## src/tidt_pkg.sv

```systemverilog
// Package for the transaction ID table: command and status codes,
// transfer payload structs, default sizes and the table_size register layout.
// No dependencies.
package tidt_pkg;

  // Default table geometry.
  localparam int unsigned DefaultDepth   = 16;
  localparam int unsigned DefaultIdWidth = 32;

  // The table_size configuration register.
  localparam int unsigned TableSizeW = 5;
  localparam logic [TableSizeW-1:0] TableSizeReset = 5'd16;

  // Command codes carried in the input transfer.
  typedef enum logic [1:0] {
    CMD_ADD    = 2'd0,
    CMD_ALLOC  = 2'd1,
    CMD_REMOVE = 2'd2
  } cmd_e;

  // Status codes returned in the output transfer.
  typedef enum logic [1:0] {
    STATUS_OK        = 2'd0,
    STATUS_FULL      = 2'd1,
    STATUS_COLLIDE   = 2'd2,
    STATUS_NOT_FOUND = 2'd3
  } status_e;

  // Input transfer payload.
  typedef struct packed {
    logic [1:0]  command;
    logic [31:0] id_value;
  } in_t;

  // Output transfer payload.
  typedef struct packed {
    logic [1:0]  status;
    logic [31:0] id_out;
    logic [3:0]  slot_index;
    logic [4:0]  entry_count;
  } out_t;

endpackage

```

## src/tidt_ram.sv

```systemverilog
// Generic single-write, single-read RAM with a registered read port.
// Holds the identifier words of the transaction ID table. No dependencies.
module tidt_ram #(
  parameter int unsigned WIDTH = 32,
  parameter int unsigned DEPTH = 16,
  localparam int unsigned AddrW = (DEPTH > 1) ? $clog2(DEPTH) : 1
) (
  input  logic             clk_i,
  input  logic             we_i,
  input  logic [AddrW-1:0] waddr_i,
  input  logic [WIDTH-1:0] wdata_i,
  input  logic             re_i,
  input  logic [AddrW-1:0] raddr_i,
  output logic [WIDTH-1:0] rdata_o
);

  logic [WIDTH-1:0] mem_q [DEPTH];

  // Write port.
  always_ff @(posedge clk_i) begin
    if (we_i) begin
      mem_q[waddr_i] <= wdata_i;
    end
  end

  // Registered read port.
  always_ff @(posedge clk_i) begin
    if (re_i) begin
      rdata_o <= mem_q[raddr_i];
    end
  end

endmodule

```

## src/transaction_id_table_top.sv

```systemverilog
// Top level of the transaction ID table.
// Depends on tidt_pkg (codes, payload structs) and tidt_ram (identifier storage).
//
// Usage:
// The block keeps DEPTH identifier slots; a slot that holds no identifier is free.
// One command arrives per input transfer (add, allocate a random candidate, remove)
// and each yields exactly one output transfer with status, identifier, slot and the
// number of occupied slots. A transfer happens at a clock edge where valid is high
// and stall is low. table_size is written through cfg_we_i/cfg_wdata_i; the user
// must write it only while the block is idle, the block itself does not enforce
// this. It limits the scan to min(table_size, DEPTH) slots from slot zero, each
// read once by the scan sequencer through the single RAM read port. A new command
// is taken only after the last one is committed. A command that fails without a
// scan (zero identifier, unknown code) goes straight to the commit step. in_stall_o
// is high while a command is in progress and while a finished result waits for a
// stalled receiver.
// A result waiting in the output register does not block the next command.
// Reset frees all slots at once (per-slot occupancy flops), clears the count and
// sets table_size to 16; no clearing pass is needed.
module transaction_id_table_top
  import tidt_pkg::*;
#(
  parameter int unsigned DEPTH    = DefaultDepth,
  parameter int unsigned ID_WIDTH = DefaultIdWidth
) (
  input  logic                  clk_i,
  input  logic                  rst_ni,
  input  logic                  cfg_we_i,
  input  logic [TableSizeW-1:0] cfg_wdata_i,
  input  logic                  in_valid_i,
  output logic                  in_stall_o,
  input  in_t                   in_data_i,
  output logic                  out_valid_o,
  input  logic                  out_stall_i,
  output out_t                  out_data_o
);

  localparam int unsigned IdxW = (DEPTH > 1) ? $clog2(DEPTH) : 1;
  localparam int unsigned CntW = $clog2(DEPTH + 1);
  localparam int unsigned WinW = (CntW > TableSizeW) ? CntW : TableSizeW;

  typedef enum logic [1:0] {
    S_IDLE,
    S_SCAN,
    S_FINISH
  } state_e;

  state_e                state_q, state_d;
  logic [1:0]            cmd_q, cmd_d;
  logic [ID_WIDTH-1:0]   id_q, id_d;
  logic [CntW-1:0]       win_q, win_d;
  logic [CntW-1:0]       rd_cnt_q, rd_cnt_d;
  logic                  cmp_vld_q, cmp_vld_d;
  logic [IdxW-1:0]       cmp_idx_q, cmp_idx_d;
  logic                  free_fnd_q, free_fnd_d;
  logic [IdxW-1:0]       free_idx_q, free_idx_d;
  logic                  hit_q, hit_d;
  logic [IdxW-1:0]       hit_idx_q, hit_idx_d;
  logic [DEPTH-1:0]      occ_q, occ_d;
  logic [CntW-1:0]       count_q, count_d;
  logic [TableSizeW-1:0] table_size_q, table_size_d;
  logic                  out_vld_q, out_vld_d;
  out_t                  out_q, out_d;

  logic [ID_WIDTH-1:0]   id_in;
  logic [WinW-1:0]       ts_ext;
  logic [CntW-1:0]       win;
  logic                  ram_we;
  logic                  ram_re;
  logic [ID_WIDTH-1:0]   ram_rdata;

  status_e               res_status;
  logic [IdxW-1:0]       res_slot;
  logic                  res_wr;
  logic                  res_clr;
  logic [CntW-1:0]       count_next;

  assign in_stall_o  = (state_q != S_IDLE);
  assign out_valid_o = out_vld_q;
  assign out_data_o  = out_q;

  // Incoming identifier reduced to the table width.
  assign id_in = ID_WIDTH'(in_data_i.id_value);

  // Scan window: table_size limited to the slot count.
  assign ts_ext = WinW'(table_size_q);
  assign win    = (ts_ext > WinW'(DEPTH)) ? CntW'(DEPTH) : CntW'(ts_ext);

  // Identifier storage, read once per scanned slot.
  tidt_ram #(
    .WIDTH(ID_WIDTH),
    .DEPTH(DEPTH)
  ) u_ram (
    .clk_i  (clk_i),
    .we_i   (ram_we),
    .waddr_i(free_idx_q),
    .wdata_i(id_q),
    .re_i   (ram_re),
    .raddr_i(rd_cnt_q[IdxW-1:0]),
    .rdata_o(ram_rdata)
  );

  // Outcome of the command from the scan flags.
  always_comb begin
    res_status = STATUS_NOT_FOUND;
    res_slot   = '0;
    res_wr     = 1'b0;
    res_clr    = 1'b0;
    case (cmd_q)
      CMD_ADD: begin
        if (id_q != '0) begin
          if (free_fnd_q) begin
            res_status = STATUS_OK;
            res_slot   = free_idx_q;
            res_wr     = 1'b1;
          end else begin
            res_status = STATUS_FULL;
          end
        end
      end
      CMD_ALLOC: begin
        if (id_q == '0 || hit_q) begin
          res_status = STATUS_COLLIDE;
        end else if (free_fnd_q) begin
          res_status = STATUS_OK;
          res_slot   = free_idx_q;
          res_wr     = 1'b1;
        end else begin
          res_status = STATUS_FULL;
        end
      end
      CMD_REMOVE: begin
        if (hit_q) begin
          res_status = STATUS_OK;
          res_slot   = hit_idx_q;
          res_clr    = 1'b1;
        end
      end
      default: begin
        res_status = STATUS_NOT_FOUND;
      end
    endcase
  end

  // Occupied-slot count after the command, saturating at both ends.
  always_comb begin
    count_next = count_q;
    if (res_wr && count_q < CntW'(DEPTH)) begin
      count_next = count_q + 1'b1;
    end else if (res_clr && count_q != '0) begin
      count_next = count_q - 1'b1;
    end
  end

  // Sequencer next state.
  always_comb begin
    state_d      = state_q;
    cmd_d        = cmd_q;
    id_d         = id_q;
    win_d        = win_q;
    rd_cnt_d     = rd_cnt_q;
    cmp_vld_d    = cmp_vld_q;
    cmp_idx_d    = cmp_idx_q;
    free_fnd_d   = free_fnd_q;
    free_idx_d   = free_idx_q;
    hit_d        = hit_q;
    hit_idx_d    = hit_idx_q;
    occ_d        = occ_q;
    count_d      = count_q;
    table_size_d = table_size_q;
    out_vld_d    = out_vld_q;
    out_d        = out_q;
    ram_re       = 1'b0;
    ram_we       = 1'b0;

    // Configuration write.
    if (cfg_we_i) begin
      table_size_d = cfg_wdata_i;
    end

    // Output register empties when its transfer completes.
    if (out_vld_q && !out_stall_i) begin
      out_vld_d = 1'b0;
    end

    case (state_q)
      S_IDLE: begin
        if (in_valid_i) begin
          cmd_d      = in_data_i.command;
          id_d       = id_in;
          win_d      = win;
          rd_cnt_d   = '0;
          cmp_vld_d  = 1'b0;
          free_fnd_d = 1'b0;
          hit_d      = 1'b0;
          if (id_in == '0 || !(in_data_i.command inside {CMD_ADD, CMD_ALLOC, CMD_REMOVE}))
          begin
            state_d = S_FINISH;
          end else begin
            state_d = S_SCAN;
          end
        end
      end
      S_SCAN: begin
        // Issue one read per cycle; compare the word read in the cycle before.
        if (rd_cnt_q < win_q) begin
          ram_re    = 1'b1;
          rd_cnt_d  = rd_cnt_q + 1'b1;
          cmp_vld_d = 1'b1;
          cmp_idx_d = rd_cnt_q[IdxW-1:0];
        end else begin
          cmp_vld_d = 1'b0;
          state_d   = S_FINISH;
        end
        if (cmp_vld_q) begin
          if (!occ_q[cmp_idx_q] && !free_fnd_q) begin
            free_fnd_d = 1'b1;
            free_idx_d = cmp_idx_q;
          end
          if (occ_q[cmp_idx_q] && ram_rdata == id_q && !hit_q) begin
            hit_d     = 1'b1;
            hit_idx_d = cmp_idx_q;
          end
        end
      end
      S_FINISH: begin
        // Commit and present the result once the output register is free.
        if (!out_vld_q || !out_stall_i) begin
          ram_we    = res_wr;
          count_d   = count_next;
          if (res_wr) begin
            occ_d[free_idx_q] = 1'b1;
          end
          if (res_clr) begin
            occ_d[hit_idx_q] = 1'b0;
          end
          out_vld_d         = 1'b1;
          out_d.status      = res_status;
          out_d.id_out      = (res_status == STATUS_OK) ? 32'(id_q) : 32'd0;
          out_d.slot_index  = 4'(res_slot);
          out_d.entry_count = 5'(count_next);
          state_d           = S_IDLE;
        end
      end
      default: begin
        state_d = S_IDLE;
      end
    endcase
  end

  // State and registered outputs.
  always_ff @(posedge clk_i or negedge rst_ni) begin
    if (!rst_ni) begin
      state_q      <= S_IDLE;
      cmd_q        <= '0;
      id_q         <= '0;
      win_q        <= '0;
      rd_cnt_q     <= '0;
      cmp_vld_q    <= 1'b0;
      cmp_idx_q    <= '0;
      free_fnd_q   <= 1'b0;
      free_idx_q   <= '0;
      hit_q        <= 1'b0;
      hit_idx_q    <= '0;
      occ_q        <= '0;
      count_q      <= '0;
      table_size_q <= TableSizeReset;
      out_vld_q    <= 1'b0;
      out_q        <= '0;
    end else begin
      state_q      <= state_d;
      cmd_q        <= cmd_d;
      id_q         <= id_d;
      win_q        <= win_d;
      rd_cnt_q     <= rd_cnt_d;
      cmp_vld_q    <= cmp_vld_d;
      cmp_idx_q    <= cmp_idx_d;
      free_fnd_q   <= free_fnd_d;
      free_idx_q   <= free_idx_d;
      hit_q        <= hit_d;
      hit_idx_q    <= hit_idx_d;
      occ_q        <= occ_d;
      count_q      <= count_d;
      table_size_q <= table_size_d;
      out_vld_q    <= out_vld_d;
      out_q        <= out_d;
    end
  end

  // The occupied count never exceeds the slot count.
  a_count_range: assert property (@(posedge clk_i) disable iff (!rst_ni)
    count_q <= CntW'(DEPTH))
    else $error("occupied count exceeds slot count");

  // After an input transfer the block is busy in the next cycle.
  a_busy_after_accept: assert property (@(posedge clk_i) disable iff (!rst_ni)
    (in_valid_i && !in_stall_o) |=> in_stall_o)
    else $error("block not busy after input transfer");

  // The RAM is written only when committing into a free slot.
  a_write_free_slot: assert property (@(posedge clk_i) disable iff (!rst_ni)
    ram_we |-> (state_q == S_FINISH) && !occ_q[free_idx_q])
    else $error("write into an occupied slot");

  // The read counter stays inside the window.
  a_scan_bound: assert property (@(posedge clk_i) disable iff (!rst_ni)
    (state_q == S_SCAN) |-> (rd_cnt_q <= win_q))
    else $error("scan ran past the window");

  // A recorded hit always points at an occupied slot.
  a_hit_occupied: assert property (@(posedge clk_i) disable iff (!rst_ni)
    (state_q != S_IDLE && hit_q) |-> occ_q[hit_idx_q])
    else $error("hit recorded on a free slot");

endmodule

```

## config.mk

```make
export PLATFORM = sky130hd
export DESIGN_NAME = transaction_id_table_top
export DESIGN_NICKNAME = d
export VERILOG_FILES = /design/src/tidt_pkg.sv /design/src/tidt_ram.sv /design/src/transaction_id_table_top.sv
export SDC_FILE = /design/constraint.sdc
export NUM_CORES = 1
export LEC_CHECK = 0
export ABC_AREA = 1
export BUFFER_PORTS_ARGS = -buffer_cell sky130_fd_sc_hd__buf_2
export CORE_MARGIN = 3
export CORE_UTILIZATION = 55
export CTS_BUF_LIST = sky130_fd_sc_hd__clkbuf_4
export DETAILED_ROUTE_END_ITERATION = 10
export GPL_ROUTABILITY_DRIVEN = 0
export PLACE_DENSITY = 0.81
export SYNTH_ARGS = -nofsm -noshare
export SYNTH_HDL_FRONTEND = slang
export SYNTH_SLANG_ARGS = --single-unit
```

## constraint.sdc

```tcl
create_clock -name clk_i -period 4.5 [get_ports clk_i]
set_input_delay 0.9 -clock clk_i [delete_from_list [all_inputs] [get_ports clk_i]]
set_output_delay 0.9 -clock clk_i [all_outputs]
set_load 0.005 [all_outputs]
```

==> qor.log <==
qor: pwr.power_frac_seq 47.4%
qor: timing.final-hold-violation-count 0
qor: worst_setup_path.worstSetupStartpoint id_q[12]
qor: clocking.cts_buffers 155
qor: placement.place.port_buffers 88
qor: worst_setup_path.cp.required 5090 ps
qor: timing.post-route-worst-setup-slack 859 ps
qor: floorplan.design.die.area 0.0514 mm²
qor: worst_setup_path.crit_fanout 18
qor: clocking.post_cts_resize_count 0
qor: worst_setup_path.worst-r2r-setup-slack 860 ps
qor: timing.drv_slew 0
qor: placement.detail_placement_hpwl 39,700 µm
qor: global_route.track_usage 26.9%
qor: synth.yosys_register_bits 670
qor: routing.drc_errors 0
qor: min_path.hold_path_class input pin to asynchronous set/reset pin
qor: routing.routed_via_density 6.17
qor: clocking.post_cts_setup_buffer_count 0
qor: floorplan.die-width 227 µm
qor: synth.synth_seq_area_share 72.8%
qor: worst_setup_path.timing_worst_setup_path_type register to register
qor: timing.setup_violations 0
qor: finish.drive_above_1_share 18.8%
qor: synth.syn-mean-instance-area 12.4 µm²
qor: synth.syn_inst 2,164
qor: routing.drtIter0Drc 2,579
qor: worst_setup_path.r2r_cells 12
qor: timing.grt_setup_unrepaired no
qor: timing.finalCriticalPeriod 3640 ps
qor: worst_setup_path.critPathCaptureType register
qor: synth.synthesis.nets 2,215
qor: clocking.clock_sinks 670
qor: worst_setup_path.timing.rr.start id_q[12]
qor: synth.number_of_enable_type_register_cells_in_the_synthesized_netlist 544
qor: global_route.antenna_violations_before_repair 2
qor: clocking.cts.htree.levels 4
qor: routing.ant_nets 0
qor: timing.setup_clock_skew_after_layout 40.0 ps
qor: routing.total_detailed_routing_wirelength 69,100 µm
qor: finish.layout.nets 2,392
qor: pwr.swShare 35.7%
qor: routing.drt-pass1-iter-count 6
qor: timing.final_period_util 80.9%
qor: pwr.switching_power 6710 µW
qor: run.max-cap-violations 0
qor: synth.synth_commonest_cells edfxtp_1, nor2_1, o21ai_0
qor: pwr.internal_power 12,100 µW
qor: placement.placed_cells 2,799
qor: synth.async_reset_ff_share 18.8%
qor: finish.post_layout_nonfiller_instances 3,086
qor: clocking.clock_latency 860 ps
qor: synth.yosys.area.top_type edfxtp_1
qor: status.result_of_the_run completed
qor: timing.whs 92.8 ps
qor: global_route.grt-ovfl-total 0
qor: global_route.grt_first_pass_wirelength 105,000 µm
qor: floorplan.coreArea 0.0479 mm²
qor: worst_setup_path.worst_setup_path_start_kind register
qor: worst_setup_path.worstPathArrival 4240 ps
qor: worst_setup_path.worst_setup_path_endpoint u_ram.mem_q[10][30]
qor: synth.post_synth_main_area_contributors edfxtp_1, dfrtp_1, o21ai_0
qor: floorplan.floorplan.initialDensity 55.8%
qor: clocking.cts_hold_repair.buffers 0
qor: synth.yosys.cell_count.top_type edfxtp_1
qor: floorplan.ios 89
qor: placement.placement.setup.worst_slack 988 ps
qor: pwr.peakVddDrop 0.503 mV
qor: global_route.grt_start_max_net_pins 135
qor: clocking.cts.clk_slew.worst_paths 70 ps
qor: clocking.cts_buffer_depth 3
qor: timing.max_slew_margin_vs_limit 17.0%
qor: floorplan.floorplan.rows 80
qor: pwr.clock_share_of_power 27.0%
qor: synth.synth_warn 0
qor: clocking.cts-root-buf clkbuf_4
qor: global_route.grt_pass1_vias 18,500
qor: worst_setup_path.critical_path.reg2reg.endpoint u_ram.mem_q[10][30]
qor: synth.netlist_area 0.0268 mm²
qor: synth.ys.flop_type edfxtp_1
qor: pwr.part_of_the_power_in_combinational_logic 25.5%
qor: routing.vias 19,000
qor: timing.tightest_slew 1240 ps
qor: timing.fmaxAchievable 275 MHz
qor: finish.flow.area_growth_from_synthesis 12.6%
qor: timing.fin_tns_setup 0 ps
qor: clocking.cts_tree built
qor: pwr.total_leakage_power 0.0111 µW
qor: synth.synth_cell_types 45
qor: synth.netlist.area_leader.share 61.0%
qor: routing.drt-wirelength-per-cell 22.4 µm
qor: pwr.power_density_over_cell_area 624 mW/mm²
qor: floorplan.vertical_extent_of_the_die 227 µm
-- power by group through the flow --
stage	combinational, µW	sequential (µW)	clock, µW
6_report	4800	8920	5080
3_5_place_dp	4650	9020	0
4_1_cts	4710	8890	5140
2_1_floorplan	3140	8650	0
3_3_place_gp	4450	8950	0
5_1_grt	5220	9000	5470
-- worst min-delay path by stage --
stage / startpoint / end / depth (start not counted)
6_report: rst_ni / hit_idx_q[2] / 1
5_1_grt: rst_ni / hit_idx_q[1] / 1
4_1_cts: rst_ni / out_data_o[32] / 1
3_5_place_dp: out_data_o[27] / out_data_o[27] / 2
3_3_place_gp: out_data_o[37] / out_data_o[37] / 2
2_1_floorplan: occ_q[12] / occ_q[12] / 2
-- layer usage --
metal	track usage [%]	routed length, µm	vias up
li1	-	-	8304
met1	36.3	25900	9153
met2	41.5	32300	1350
met3	6.05	7900	242
met4	13.9	3000	0
met5	0	0	-
-- stage by stage --
step,area [µm²],util [%],power [µW]
3_3_place_gp,28000,58.4,13400
4_1_cts,30100,62.9,18700
6_report,30200,62.9,18800
2_1_floorplan,26800,-,11800
3_5_place_dp,28000,58.4,13700
5_1_grt,30200,62.9,19700
-- state kept, by name, summed over array words and instances (netlist names) --
signal	count
u_ram.mem_q	512
out_data_o	43
id_q	32
u_ram.rdata_o	32
occ_q	16
rd_cnt_q	5
table_size_q	5
win_q	5
cmp_idx_q	4
free_idx_q	4
hit_idx_q	4
cmd_q	2
state_q	2
cmp_vld_q	1
free_fnd_q	1
hit_q	1
out_valid_o	1
-- cells in the final DEF, fill, tap and decap left out, types with 17 or more instances in the layout --
cell      netlist  layout
o21ai_0       320     320
buf_4           0      46
o21ai_2        30      30
buf_2          24      87
o22ai_1        83      83
dfrtp_1       125     122
inv_1          98      89
edfxtp_1      544     544
clkinv_1        1      48
a21oi_1        23      23
nor2_1        326     320
inv_2          17      22
o221ai_1       52      52
o211ai_1       17      17
nand2_1       241     241
clkbuf_4        0     227
nand3_1        72      72
-- logic make-up (layout without fill, tap and decap cells) --
group                    after synthesis  in the layout  synth area share (%)
buffers and inverters                235            541                  3.49
AND/OR/NAND/NOR                      685            685                  10.5
XOR/XNOR                              13             13                 0.425
AO/OA/AOI/OAI                        551            551                  12.3
multiplexers                           3              3                 0.126
other                                  0              1                     0
flip-flops                           670            670                  72.8
adder cells (fa/ha/maj)                7              7                 0.327
-- critical path, stage by stage (launching register included) --
cell and delay [ps]:
dfrtp_1 630, inv_1 230, nand2_1 80, nor2_1 100, nand2_1 110, nor2_1 150, nand2_2 160, and3_2 280
nand4_1 310, inv_1 100, nand2_1 100, clkinv_1 640, buf_4 470
-- cell type report --
cell class | instances | area (µm²)
Clock buffer | 227 | 1700
Multi-Input combinational cell | 1259 | 6420
Antenna cell | 1 | 2.50
Fill cell | 3316 | 17800
Timing Repair Buffer | 139 | 892
Tap cell | 615 | 769
Sequential cell | 670 | 19500
Clock inverter | 59 | 420
Inverter | 116 | 442
Note: power is estimated with default switching activity, not from simulation.
